File: src/hw/rtl/dstep_pkg.sv
package dstep_pkg;

  // Door travel limits in half steps
  localparam logic [15:0] FULL_OPEN_STEPS = 16'd1024;
  localparam logic [15:0] PARTIAL_STEPS   = 16'd512;

  // Forced close window and test mode periods
  localparam logic [6:0]  WINDOW_TICKS      = 7'd70;
  localparam logic [15:0] TEST_PERIOD_TICKS = 16'd600;
  localparam logic [7:0]  TEST_PERIOD_COUNT = 8'd5;

  // Configuration register map
  localparam int CFG_INDEX_W = 2;
  localparam int CFG_DATA_W  = 16;

  typedef enum logic [CFG_INDEX_W-1:0] {
    REG_TEST_MODE         = 2'd0,
    REG_LONG_PERIOD_TICKS = 2'd1,
    REG_LONG_PERIOD_COUNT = 2'd2,
    REG_SHORT_CLOSE_TICKS = 2'd3
  } cfg_reg_t;

  // Operation codes
  localparam logic OP_MOTOR = 1'b0;
  localparam logic OP_TIMER = 1'b1;

  // Input word as held in the input register
  typedef struct packed {
    logic operation;
    logic open_set;
    logic open_clear;
    logic arm_short_close;
    logic dispensing;
    logic jam_idle;
    logic close_hold;
  } in_word_t;

  // Timer settings
  typedef struct packed {
    logic        test_mode;
    logic [15:0] long_period_ticks;
    logic [7:0]  long_period_count;
    logic [15:0] short_close_ticks;
  } timer_cfg_t;

  // Control from the step logic to the timers
  typedef struct packed {
    logic tick;        // timer tick being processed this cycle
    logic arm;         // arm short timer this cycle
    logic dispensing;
  } timer_ctl_t;

  // Timer status for the word being processed
  typedef struct packed {
    logic force_full;
    logic force_partial;
    logic long_active;
    logic short_active;
  } timer_stat_t;

  // Half-step coil pattern, bit0 is coil1
  function automatic logic [3:0] phase_coils(input logic [2:0] phase);
    logic [3:0] c;
    case (phase)
      3'd0:    c = 4'h1;
      3'd1:    c = 4'h9;
      3'd2:    c = 4'h8;
      3'd3:    c = 4'hC;
      3'd4:    c = 4'h4;
      3'd5:    c = 4'h6;
      3'd6:    c = 4'h2;
      3'd7:    c = 4'h3;
      default: c = 4'h0;
    endcase
    return c;
  endfunction

endpackage

File: src/hw/rtl/dstep_in_if.sv
interface dstep_in_if;
  logic valid;
  logic ready;
  logic operation;
  logic open_set;
  logic open_clear;
  logic arm_short_close;
  logic dispensing;
  logic jam_idle;
  logic close_hold;

  modport source (
    output valid, operation, open_set, open_clear, arm_short_close,
           dispensing, jam_idle, close_hold,
    input  ready
  );

  modport sink (
    input  valid, operation, open_set, open_clear, arm_short_close,
           dispensing, jam_idle, close_hold,
    output ready
  );
endinterface

File: src/hw/rtl/dstep_out_if.sv
interface dstep_out_if;
  logic        valid;
  logic        ready;
  logic [3:0]  coils;
  logic [15:0] position;
  logic        open_command;
  logic        long_close_active;
  logic        short_close_active;

  modport source (
    output valid, coils, position, open_command, long_close_active,
           short_close_active,
    input  ready
  );

  modport sink (
    input  valid, coils, position, open_command, long_close_active,
           short_close_active,
    output ready
  );
endinterface

File: src/hw/rtl/door_stepper_with_forced_close_unit.sv
// Door stepper sequencer with periodic forced close. Each input word is either
// a motor step tick or a slow timer tick and yields exactly one result word
// carrying the coil pattern, door position, open latch and the two forced
// close window flags. The block takes one word per clock cycle unless the
// result register is full and dout.ready is low; a word is held in the input
// register and then loaded into the result register (one input register, one
// result register), and the single result register lets a new word enter
// while the previous result waits on ready. Configuration is written through
// cfg_we, cfg_index and cfg_data and takes effect for words processed afterwards.
module door_stepper_with_forced_close_unit (
  input  logic                              clk,
  input  logic                              rst,
  input  logic                              cfg_we,
  input  logic [dstep_pkg::CFG_INDEX_W-1:0] cfg_index,
  input  logic [dstep_pkg::CFG_DATA_W-1:0]  cfg_data,
  dstep_in_if.sink                          din,
  dstep_out_if.source                       dout
);
  import dstep_pkg::*;

  // Configuration registers
  timer_cfg_t cfg;

  always_ff @(posedge clk) begin
    if (rst) begin
      cfg.test_mode         <= 1'b0;
      cfg.long_period_ticks <= 16'd36000;
      cfg.long_period_count <= 8'd24;
      cfg.short_close_ticks <= 16'd12000;
    end else if (cfg_we) begin
      case (cfg_reg_t'(cfg_index))
        REG_TEST_MODE:         cfg.test_mode         <= cfg_data[0];
        REG_LONG_PERIOD_TICKS: cfg.long_period_ticks <= cfg_data[15:0];
        REG_LONG_PERIOD_COUNT: cfg.long_period_count <= cfg_data[7:0];
        REG_SHORT_CLOSE_TICKS: cfg.short_close_ticks <= cfg_data[15:0];
        default: ;
      endcase
    end
  end

  // Handshake and stage control
  logic     s1_valid;
  in_word_t s1_word;
  logic     out_valid;
  logic     out_load;
  logic     s1_load;

  assign out_load  = s1_valid && (!out_valid || dout.ready);
  assign din.ready = !s1_valid || out_load;
  assign s1_load   = din.valid && din.ready;

  // Input register
  always_ff @(posedge clk) begin
    if (rst) begin
      s1_valid <= 1'b0;
    end else if (din.ready) begin
      s1_valid <= din.valid;
    end
  end

  always_ff @(posedge clk) begin
    if (s1_load) begin
      s1_word.operation       <= din.operation;
      s1_word.open_set        <= din.open_set;
      s1_word.open_clear      <= din.open_clear;
      s1_word.arm_short_close <= din.arm_short_close;
      s1_word.dispensing      <= din.dispensing;
      s1_word.jam_idle        <= din.jam_idle;
      s1_word.close_hold      <= din.close_hold;
    end
  end

  // Timers
  timer_ctl_t  tctl;
  timer_stat_t tstat;

  assign tctl.tick       = out_load && (s1_word.operation == OP_TIMER);
  assign tctl.arm        = out_load && s1_word.arm_short_close;
  assign tctl.dispensing = s1_word.dispensing;

  dstep_timers u_timers (
    .clk  (clk),
    .rst  (rst),
    .cfg  (cfg),
    .ctl  (tctl),
    .stat (tstat)
  );

  // Door state
  logic [15:0] position, position_next;
  logic        open_latch, open_latch_next;
  logic        was_opening, was_opening_next;
  logic        latch_in;
  logic [15:0] close_base;
  logic [3:0]  coils_next;

  always_comb begin
    latch_in         = (open_latch | s1_word.open_set) & ~s1_word.open_clear;
    open_latch_next  = latch_in;
    was_opening_next = was_opening;
    position_next    = position;
    close_base       = was_opening ? FULL_OPEN_STEPS : position;
    if (s1_word.operation == OP_MOTOR) begin
      if (latch_in) begin
        // opening: climb to full, then release latch when unit is quiet
        was_opening_next = 1'b1;
        if (position < FULL_OPEN_STEPS) begin
          position_next = position + 16'd1;
        end else begin
          position_next = FULL_OPEN_STEPS;
          if (!s1_word.dispensing && s1_word.jam_idle) begin
            open_latch_next = 1'b0;
          end
        end
      end else begin
        // closing: restart from full after an open, step down unless held
        was_opening_next = 1'b0;
        if (close_base != 16'd0 && !s1_word.close_hold) begin
          position_next = close_base - 16'd1;
        end else begin
          position_next = close_base;
        end
      end
    end else begin
      // forced closes; a partial close from the short timer wins over a full close
      if (tstat.force_partial) begin
        position_next = PARTIAL_STEPS;
      end else if (tstat.force_full) begin
        position_next = FULL_OPEN_STEPS;
      end
    end

    if (position_next != 16'd0 && position_next != FULL_OPEN_STEPS) begin
      coils_next = phase_coils(position_next[2:0]);
    end else begin
      coils_next = 4'h0;
    end
  end

  always_ff @(posedge clk) begin
    if (rst) begin
      position    <= '0;
      open_latch  <= 1'b0;
      was_opening <= 1'b0;
    end else if (out_load) begin
      position    <= position_next;
      open_latch  <= open_latch_next;
      was_opening <= was_opening_next;
    end
  end

  // Result register
  always_ff @(posedge clk) begin
    if (rst) begin
      out_valid <= 1'b0;
    end else if (out_load) begin
      out_valid <= 1'b1;
    end else if (dout.ready) begin
      out_valid <= 1'b0;
    end
  end

  always_ff @(posedge clk) begin
    if (out_load) begin
      dout.coils              <= coils_next;
      dout.position           <= position_next;
      dout.open_command       <= open_latch_next;
      dout.long_close_active  <= tstat.long_active;
      dout.short_close_active <= tstat.short_active;
    end
  end

  assign dout.valid = out_valid;

  // Checks
  a_s1_hold: assert property (@(posedge clk) disable iff (rst)
    s1_valid && !out_load |=> s1_valid)
    else $error("input word dropped while stalled");

  a_full_close: assert property (@(posedge clk) disable iff (rst)
    tstat.force_full && !tstat.force_partial |=> position == FULL_OPEN_STEPS)
    else $error("forced full close did not move door to full open");

  a_long_window: assert property (@(posedge clk) disable iff (rst)
    tstat.force_full |-> tstat.long_active)
    else $error("long close window not active after firing");

  a_coils_closed: assert property (@(posedge clk) disable iff (rst)
    out_valid && dout.position == 16'd0 |-> dout.coils == 4'h0)
    else $error("coils driven with door closed");

endmodule

File: src/hw/rtl/dstep_timers.sv
module dstep_timers (
  input  logic                   clk,
  input  logic                   rst,
  input  dstep_pkg::timer_cfg_t  cfg,
  input  dstep_pkg::timer_ctl_t  ctl,
  output dstep_pkg::timer_stat_t stat
);
  import dstep_pkg::*;

  logic [15:0] period_tick_count, period_tick_count_next;
  logic [7:0]  period_count, period_count_next;
  logic [6:0]  long_window, long_window_next;
  logic [15:0] short_tick_count, short_tick_count_next;
  logic        short_armed, short_armed_next;
  logic [6:0]  short_window, short_window_next;

  logic [15:0] ticks_sel;
  logic [7:0]  count_sel;
  logic [15:0] ptc_inc;
  logic [7:0]  pc_base, pc_step;
  logic        long_fire;
  logic        armed_now;
  logic [15:0] stc_inc;
  logic        short_fire;
  logic [6:0]  lw_loaded, sw_loaded;

  // Long timer: ticks per period, then periods per forced full close
  always_comb begin
    ticks_sel = cfg.test_mode ? TEST_PERIOD_TICKS : cfg.long_period_ticks;
    count_sel = cfg.test_mode ? TEST_PERIOD_COUNT : cfg.long_period_count;
    ptc_inc   = (ctl.dispensing ? 16'd0 : period_tick_count) + 16'd1;
    pc_base   = ctl.dispensing ? 8'd0 : period_count;
    pc_step   = (ptc_inc >= ticks_sel) ? pc_base + 8'd1 : pc_base;
    long_fire = (pc_step >= count_sel);
    lw_loaded = long_fire ? WINDOW_TICKS : long_window;

    period_tick_count_next = period_tick_count;
    period_count_next      = period_count;
    long_window_next       = long_window;
    if (ctl.tick) begin
      if (long_fire || ptc_inc >= ticks_sel) begin
        period_tick_count_next = 16'd0;
      end else begin
        period_tick_count_next = ptc_inc;
      end
      period_count_next = long_fire ? 8'd0 : pc_step;
      long_window_next  = (lw_loaded != 7'd0) ? lw_loaded - 7'd1 : lw_loaded;
    end
  end

  // Short timer: frozen while disarmed, fires a partial close once
  always_comb begin
    armed_now  = short_armed | ctl.arm;
    stc_inc    = (ctl.dispensing ? 16'd0 : short_tick_count) + 16'd1;
    short_fire = ctl.tick && armed_now && (stc_inc >= cfg.short_close_ticks);
    sw_loaded  = short_fire ? WINDOW_TICKS : short_window;

    short_tick_count_next = short_tick_count;
    short_window_next     = short_window;
    short_armed_next      = armed_now;
    if (ctl.tick && armed_now) begin
      short_tick_count_next = short_fire ? 16'd0 : stc_inc;
      short_window_next     = (sw_loaded != 7'd0) ? sw_loaded - 7'd1 : sw_loaded;
      if (short_fire) begin
        short_armed_next = 1'b0;
      end
    end
  end

  // Status for the current word
  always_comb begin
    stat.force_full    = ctl.tick && long_fire;
    stat.force_partial = short_fire;
    stat.long_active   = (long_window_next != 7'd0);
    stat.short_active  = (short_window_next != 7'd0);
  end

  always_ff @(posedge clk) begin
    if (rst) begin
      period_tick_count <= '0;
      period_count      <= '0;
      long_window       <= '0;
      short_tick_count  <= '0;
      short_armed       <= 1'b0;
      short_window      <= '0;
    end else if (ctl.tick || ctl.arm) begin
      period_tick_count <= period_tick_count_next;
      period_count      <= period_count_next;
      long_window       <= long_window_next;
      short_tick_count  <= short_tick_count_next;
      short_armed       <= short_armed_next;
      short_window      <= short_window_next;
    end
  end

endmodule

File: src/flat_wrapper.sv
// flat-port wrapper written by rule: the top's interface ports become plain ports
module door_stepper_with_forced_close_unit_flat import dstep_pkg::*;
  (clk, rst, cfg_we, cfg_index, cfg_data, din_valid, din_operation, din_open_set, din_open_clear, din_arm_short_close, din_dispensing, din_jam_idle, din_close_hold, din_ready, dout_valid, dout_coils, dout_position, dout_open_command, dout_long_close_active, dout_short_close_active, dout_ready);
  dstep_in_if din_i ();
  dstep_out_if dout_i ();
  input  logic clk;
  input  logic rst;
  input  logic cfg_we;
  input  logic [dstep_pkg::CFG_INDEX_W-1:0] cfg_index;
  input  logic [dstep_pkg::CFG_DATA_W-1:0] cfg_data;
  input wire logic [$bits(din_i.valid)-1:0] din_valid;
  input wire logic [$bits(din_i.operation)-1:0] din_operation;
  input wire logic [$bits(din_i.open_set)-1:0] din_open_set;
  input wire logic [$bits(din_i.open_clear)-1:0] din_open_clear;
  input wire logic [$bits(din_i.arm_short_close)-1:0] din_arm_short_close;
  input wire logic [$bits(din_i.dispensing)-1:0] din_dispensing;
  input wire logic [$bits(din_i.jam_idle)-1:0] din_jam_idle;
  input wire logic [$bits(din_i.close_hold)-1:0] din_close_hold;
  output wire logic [$bits(din_i.ready)-1:0] din_ready;
  output wire logic [$bits(dout_i.valid)-1:0] dout_valid;
  output wire logic [$bits(dout_i.coils)-1:0] dout_coils;
  output wire logic [$bits(dout_i.position)-1:0] dout_position;
  output wire logic [$bits(dout_i.open_command)-1:0] dout_open_command;
  output wire logic [$bits(dout_i.long_close_active)-1:0] dout_long_close_active;
  output wire logic [$bits(dout_i.short_close_active)-1:0] dout_short_close_active;
  input wire logic [$bits(dout_i.ready)-1:0] dout_ready;
  assign din_i.valid = din_valid;
  assign din_i.operation = din_operation;
  assign din_i.open_set = din_open_set;
  assign din_i.open_clear = din_open_clear;
  assign din_i.arm_short_close = din_arm_short_close;
  assign din_i.dispensing = din_dispensing;
  assign din_i.jam_idle = din_jam_idle;
  assign din_i.close_hold = din_close_hold;
  assign din_ready = din_i.ready;
  assign dout_valid = dout_i.valid;
  assign dout_coils = dout_i.coils;
  assign dout_position = dout_i.position;
  assign dout_open_command = dout_i.open_command;
  assign dout_long_close_active = dout_i.long_close_active;
  assign dout_short_close_active = dout_i.short_close_active;
  assign dout_i.ready = dout_ready;
  door_stepper_with_forced_close_unit u_core (.clk(clk), .rst(rst), .cfg_we(cfg_we), .cfg_index(cfg_index), .cfg_data(cfg_data), .din(din_i), .dout(dout_i));
endmodule
File: config.mk
export PLATFORM = sky130hd
export DESIGN_NAME = door_stepper_with_forced_close_unit_flat
export DESIGN_NICKNAME = d
export VERILOG_FILES = /design/src/hw/rtl/dstep_pkg.sv /design/src/hw/rtl/dstep_in_if.sv /design/src/hw/rtl/dstep_out_if.sv /design/src/hw/rtl/door_stepper_with_forced_close_unit.sv /design/src/hw/rtl/dstep_timers.sv /design/src/flat_wrapper.sv
export SDC_FILE = /design/constraint.sdc
export NUM_CORES = 1
export LEC_CHECK = 0
export BUFFER_PORTS_ARGS = -buffer_cell sky130_fd_sc_hd__buf_2
export CAP_MARGIN = 20
export CORE_MARGIN = 10
export CORE_UTILIZATION = 40
export DETAILED_ROUTE_END_ITERATION = 8
export PLACE_DENSITY_LB_ADDON = 0.12
export SLEW_MARGIN = 20
export SYNTH_ARGS = -nofsm -noshare
export SYNTH_HDL_FRONTEND = slang
export SYNTH_SLANG_ARGS = --single-unit
File: constraint.sdc
create_clock -name clk -period 6.9 [get_ports clk]
set_clock_uncertainty 0.05 [all_clocks]
set_input_delay 1.035 -clock clk [delete_from_list [all_inputs] [get_ports clk]]
set_output_delay 1.035 -clock clk [all_outputs]
set_load 0.02 [all_outputs]
==> flow_summary.ini <==
[status]
result_of_the_run = completed

[worst_setup_path]
reg2reg_setup_slack_ps = 570
worstPathArrival_ps = 6460
critPathLaunchType = flop
path_max_fanout = 15
required_ps = 7030
worst-setup-path-type = flop to flop
crit_path_end_kind = flop

[drt]
count_of_nets_left_with_antenna_violations_after_detail_routing = 0
detail_route.wirelength_um = 23800
detail_route.drc_violations = 0
first_pass_iters = 5
drt-wirelength-per-cell_um = 16.9
detail_route.vias_per_cell = 5.58
num_vias = 7854
wirelength_met1_um = 11500
wl_met3_um = 1020
drt-initial-drc-count = 531
wire_length_on_met2_um = 11000
dr.max_layer_used = met4

[run]
max-cap-violations = 0

[global_route]
grt_usage_pct = 16.8
first_global_vias = 7552
grt_start_max_net_pins = 74
grt_remaining_overflow = 0
number_of_antenna_violations_at_the_first_check_in_global_routing = 1
global_route_wire_length_before_repair_um = 39800

[logic_synthesis]
netlist.area_leader.share_pct = 26.4
yosys.area_share.xor_xnor_pct = 3.88
distinct_cell_type_count_of_the_synthesized_netlist = 78
synthesized_area_per_cell_um2 = 8.04
synth.largest_area_cell = sky130_fd_sc_hd__dfxtp_1
syn_std_cell_area_um2 = 8810
synth_area_leaders = sky130_fd_sc_hd__dfxtp_1, sky130_fd_sc_hd__edfxtp_1, sky130_fd_sc_hd__ha_1, sky130_fd_sc_hd__nand2_1, sky130_fd_sc_hd__nor2_1
yosys_warnings = 0
yosys.area_share.simple_pct = 28.2
fraction_of_registers_with_async_set_or_reset_after_synthesis_pct = 0
synth_fa_ha_area_share_pct = 6.96
ys_ff_latch = 146
synth.yosys.seq_area_share_pct = 36.6
number_of_flops_mapped_to_enable_cells_by_yosys = 30
synth_top_family_by_area = simple AND/OR/NAND/NOR gates
netlist_instances = 1095
synth_fp_nets = 1174
synth-compound-area-share_pct = 19.0
dominantRegCellSynth = sky130_fd_sc_hd__dfxtp_1
muxShareOfSynthArea_pct = 0.753

[clocking]
clock_sinks = 146
h-tree-depth = 4
clockBufferDepth = 2
cts_inserted_buffers = 17
cts.hold.buffers_added = 0
buffer_count_from_post_cts_setup_fixing = 0
clk_pin_slew_ps = 70
cts_root_buf = sky130_fd_sc_hd__clkbuf_16
cts_tree = done
worst_skew_pair.late_latency_ps = 430

[place]
dp.final_hpwl_um = 16800
buffer_ports.inserted = 54
place.gp.congestion = 0.893
placed_cell_area_um2 = 9260

[floorplanning]
fp.dieW_um = 168
design.die.area_um2 = 28400
die_h_um = 168
start_util_pct = 40.5
num_rows = 54
fp.coreArea_um2 = 21800
ioPinCount = 55

[power]
vdd.ir_drop.worst_uv = 136
p_leak_nw = 3.80
power_w = 0.00214
powerDensity_nw_per_um2 = 217

[cells_and_area]
layout-area-overhead-vs-synth_pct = 12.0
drive_gt1_share_pct = 11.3
finish.net_count = 1194
layout.filler_cells = 2214
diodes = 0
final_design_area_no_fill_um2 = 9870

[min_path]
timing.hold.worst.class = flop to flop

[timing]
final_slew_viol_count = 0
slew_headroom_pct = 32.1
timing.final.hold_violations = 0
rsz0062_at_grt = no
count_of_final_setup_violators = 0
min_period_over_period_pct = 91.8
tns_ps = 0
worst_slew_pin_slew_ps = 1010
fin_crit_ps = 6330
max_freq_ghz = 0.158
[worst max-delay path: stages (launching register included)]
cell and delay [ps]:
sky130_fd_sc_hd__edfxtp_1 480, sky130_fd_sc_hd__nor2b_2 230, sky130_fd_sc_hd__and4_1 300, sky130_fd_sc_hd__nand2_1 90, sky130_fd_sc_hd__xor2_1 140, sky130_fd_sc_hd__nor2_1 80
sky130_fd_sc_hd__ha_1 230, sky130_fd_sc_hd__a2111oi_0 370, sky130_fd_sc_hd__o21ai_0 150, sky130_fd_sc_hd__a31o_2 250, sky130_fd_sc_hd__a21o_1 190, sky130_fd_sc_hd__a21oi_1 130
sky130_fd_sc_hd__buf_4 200, sky130_fd_sc_hd__mux2_2 370, sky130_fd_sc_hd__ha_1 310, sky130_fd_sc_hd__a2111oi_2 380, sky130_fd_sc_hd__o31ai_1 210, sky130_fd_sc_hd__a21oi_2 180
sky130_fd_sc_hd__nand2_1 90, sky130_fd_sc_hd__ha_1 190, sky130_fd_sc_hd__nand2_1 70, sky130_fd_sc_hd__nand2_1 80, sky130_fd_sc_hd__a2111oi_2 400, sky130_fd_sc_hd__xor2_1 110
sky130_fd_sc_hd__nor4_1 190, sky130_fd_sc_hd__mux2i_1 100, sky130_fd_sc_hd__or4_1 510
[where the power goes]
part / total [W] / internal (W) / switching, W
clock: 0.000920 / 0.000531 / 0.000389
combinational: 0.000280 / 0.000102 / 0.000178
sequential: 0.000938 / 0.000907 / 0.0000313
total: 0.00214 / 0.00154 / 0.000599
[layer usage]
layer / GRT usage, % / vias up
met5: 0 / -
met4: 4.77 / 0
met3: 3.35 / 18
met2: 26.6 / 149
met1: 22.7 / 3687
li1: - / 4000
[state kept, by name (all words and copies together) (netlist names)]
signal                             count
u_core.dout.coils                      4
u_core.u_timers.short_armed            1
u_core.dout.long_close_active          1
u_core.u_timers.period_count           8
u_core.s1_word                         7
u_core.s1_valid                        1
u_core.position                       16
u_core.dout.open_command               1
u_core.u_timers.short_window           7
u_core.was_opening                     1
u_core.open_latch                      1
u_core.dout.valid                      1
u_core.u_timers.short_tick_count      16
u_core.dout.position                  16
u_core.cfg                            41
u_core.u_timers.long_window            7
u_core.u_timers.period_tick_count     16
u_core.dout.short_close_active         1
[final timing paths]
kind / startpoint / to / depth (start not counted)
worst max-delay path: u_core.s1_word[2] / u_core.dout.long_close_active / 26
worst min-delay path: u_core.cfg[1] / u_core.cfg[1] / 2
worst max register to register: u_core.s1_word[2] / u_core.dout.long_close_active / 26
worst min register to register: u_core.cfg[1] / u_core.cfg[1] / 2
[Yosys cell counts (13+ instances only)]
| cell type | n |
|---|---|
| sky130_fd_sc_hd__nand2_1 | 149 |
| sky130_fd_sc_hd__nand4_1 | 19 |
| sky130_fd_sc_hd__nand3_1 | 54 |
| sky130_fd_sc_hd__nor4_1 | 14 |
| sky130_fd_sc_hd__a211oi_1 | 15 |
| sky130_fd_sc_hd__ha_1 | 49 |
| sky130_fd_sc_hd__xnor2_1 | 24 |
| sky130_fd_sc_hd__edfxtp_1 | 30 |
| sky130_fd_sc_hd__nand2b_1 | 29 |
| sky130_fd_sc_hd__a21o_1 | 13 |
| sky130_fd_sc_hd__o211ai_1 | 13 |
| sky130_fd_sc_hd__nor2b_1 | 17 |
| sky130_fd_sc_hd__o21ai_0 | 31 |
| sky130_fd_sc_hd__and3_1 | 16 |
| sky130_fd_sc_hd__xor2_1 | 15 |
| sky130_fd_sc_hd__clkbuf_1 | 58 |
| sky130_fd_sc_hd__a21oi_1 | 72 |
| sky130_fd_sc_hd__a22oi_1 | 18 |
| sky130_fd_sc_hd__dfxtp_1 | 116 |
| sky130_fd_sc_hd__nor2_1 | 112 |
| sky130_fd_sc_hd__nor3_1 | 33 |
| sky130_fd_sc_hd__a31oi_1 | 14 |
| sky130_fd_sc_hd__inv_1 | 35 |
[kinds of logic (layout without fill, tap and decap cells)]
family,count (synthesis),after routing
and+or+nand+nor,505,505
AOI/OAI and AO/OA,248,248
DFF,146,146
buffers and inverters,102,135
adders and majority gates,49,49
xor gates and xnor gates,39,39
muxes,6,6
[layout make-up]
| class | count | area (um2) | share of cell area, % |
|---|---|---|---|
| inverter | 35 | 131 | 1.33 |
| sequential | 146 | 3220 | 32.7 |
| tap | 280 | 350 | 3.55 |
| clock buffer | 19 | 464 | 4.70 |
| multi-input combinational | 847 | 5200 | 52.7 |
| timing repair buffer | 68 | 378 | 3.83 |
| clock inverter | 13 | 120 | 1.22 |
[stage by stage]
| stage | cells | hold WS, ps | util, % | setup WS, ps |
|---|---|---|---|---|
| 6_report | 1408 | 405 | 45.4 | 569 |
| 3_5_place_dp | 1376 | 397 | 42.6 | 123 |
| 5_1_grt | 1408 | 421 | 45.4 | 31.5 |
| 4_1_cts | 1408 | 405 | 45.3 | 95.5 |
| 3_3_place_gp | 1376 | 389 | 42.6 | 210 |
| 2_1_floorplan | 1095 | 382 | - | 77.5 |
[placed cells by master, fill, tap and decap left out, types with 8 or more instances in the layout]
cell type and instances:
sky130_fd_sc_hd__a211oi_1 15, sky130_fd_sc_hd__edfxtp_1 30, sky130_fd_sc_hd__o21ai_0 30, sky130_fd_sc_hd__or4_1 9, sky130_fd_sc_hd__xor2_1 15, sky130_fd_sc_hd__buf_4 15
sky130_fd_sc_hd__and3_1 16, sky130_fd_sc_hd__dfxtp_1 116, sky130_fd_sc_hd__clkbuf_16 18, sky130_fd_sc_hd__a31oi_1 14, sky130_fd_sc_hd__and4_1 8, sky130_fd_sc_hd__nand2b_1 29
sky130_fd_sc_hd__nand4_1 19, sky130_fd_sc_hd__a21oi_1 71, sky130_fd_sc_hd__a22oi_1 18, sky130_fd_sc_hd__o211ai_1 13, sky130_fd_sc_hd__and2_1 9, sky130_fd_sc_hd__nor2_1 112
sky130_fd_sc_hd__nand3_1 53, sky130_fd_sc_hd__inv_1 35, sky130_fd_sc_hd__ha_1 49, sky130_fd_sc_hd__nor3_1 33, sky130_fd_sc_hd__or3_1 9, sky130_fd_sc_hd__a21o_1 13
sky130_fd_sc_hd__nor2b_1 16, sky130_fd_sc_hd__buf_2 53, sky130_fd_sc_hd__nor4_1 14, sky130_fd_sc_hd__xnor2_1 24, sky130_fd_sc_hd__nand2_1 149
[timing repair]
item,4_1_cts,5_1_grt
endpoints found under the setup margin,0,5
hold endpoints to repair,0,0
gates resized for setup,0,8
(Power assumes the default switching activity.)
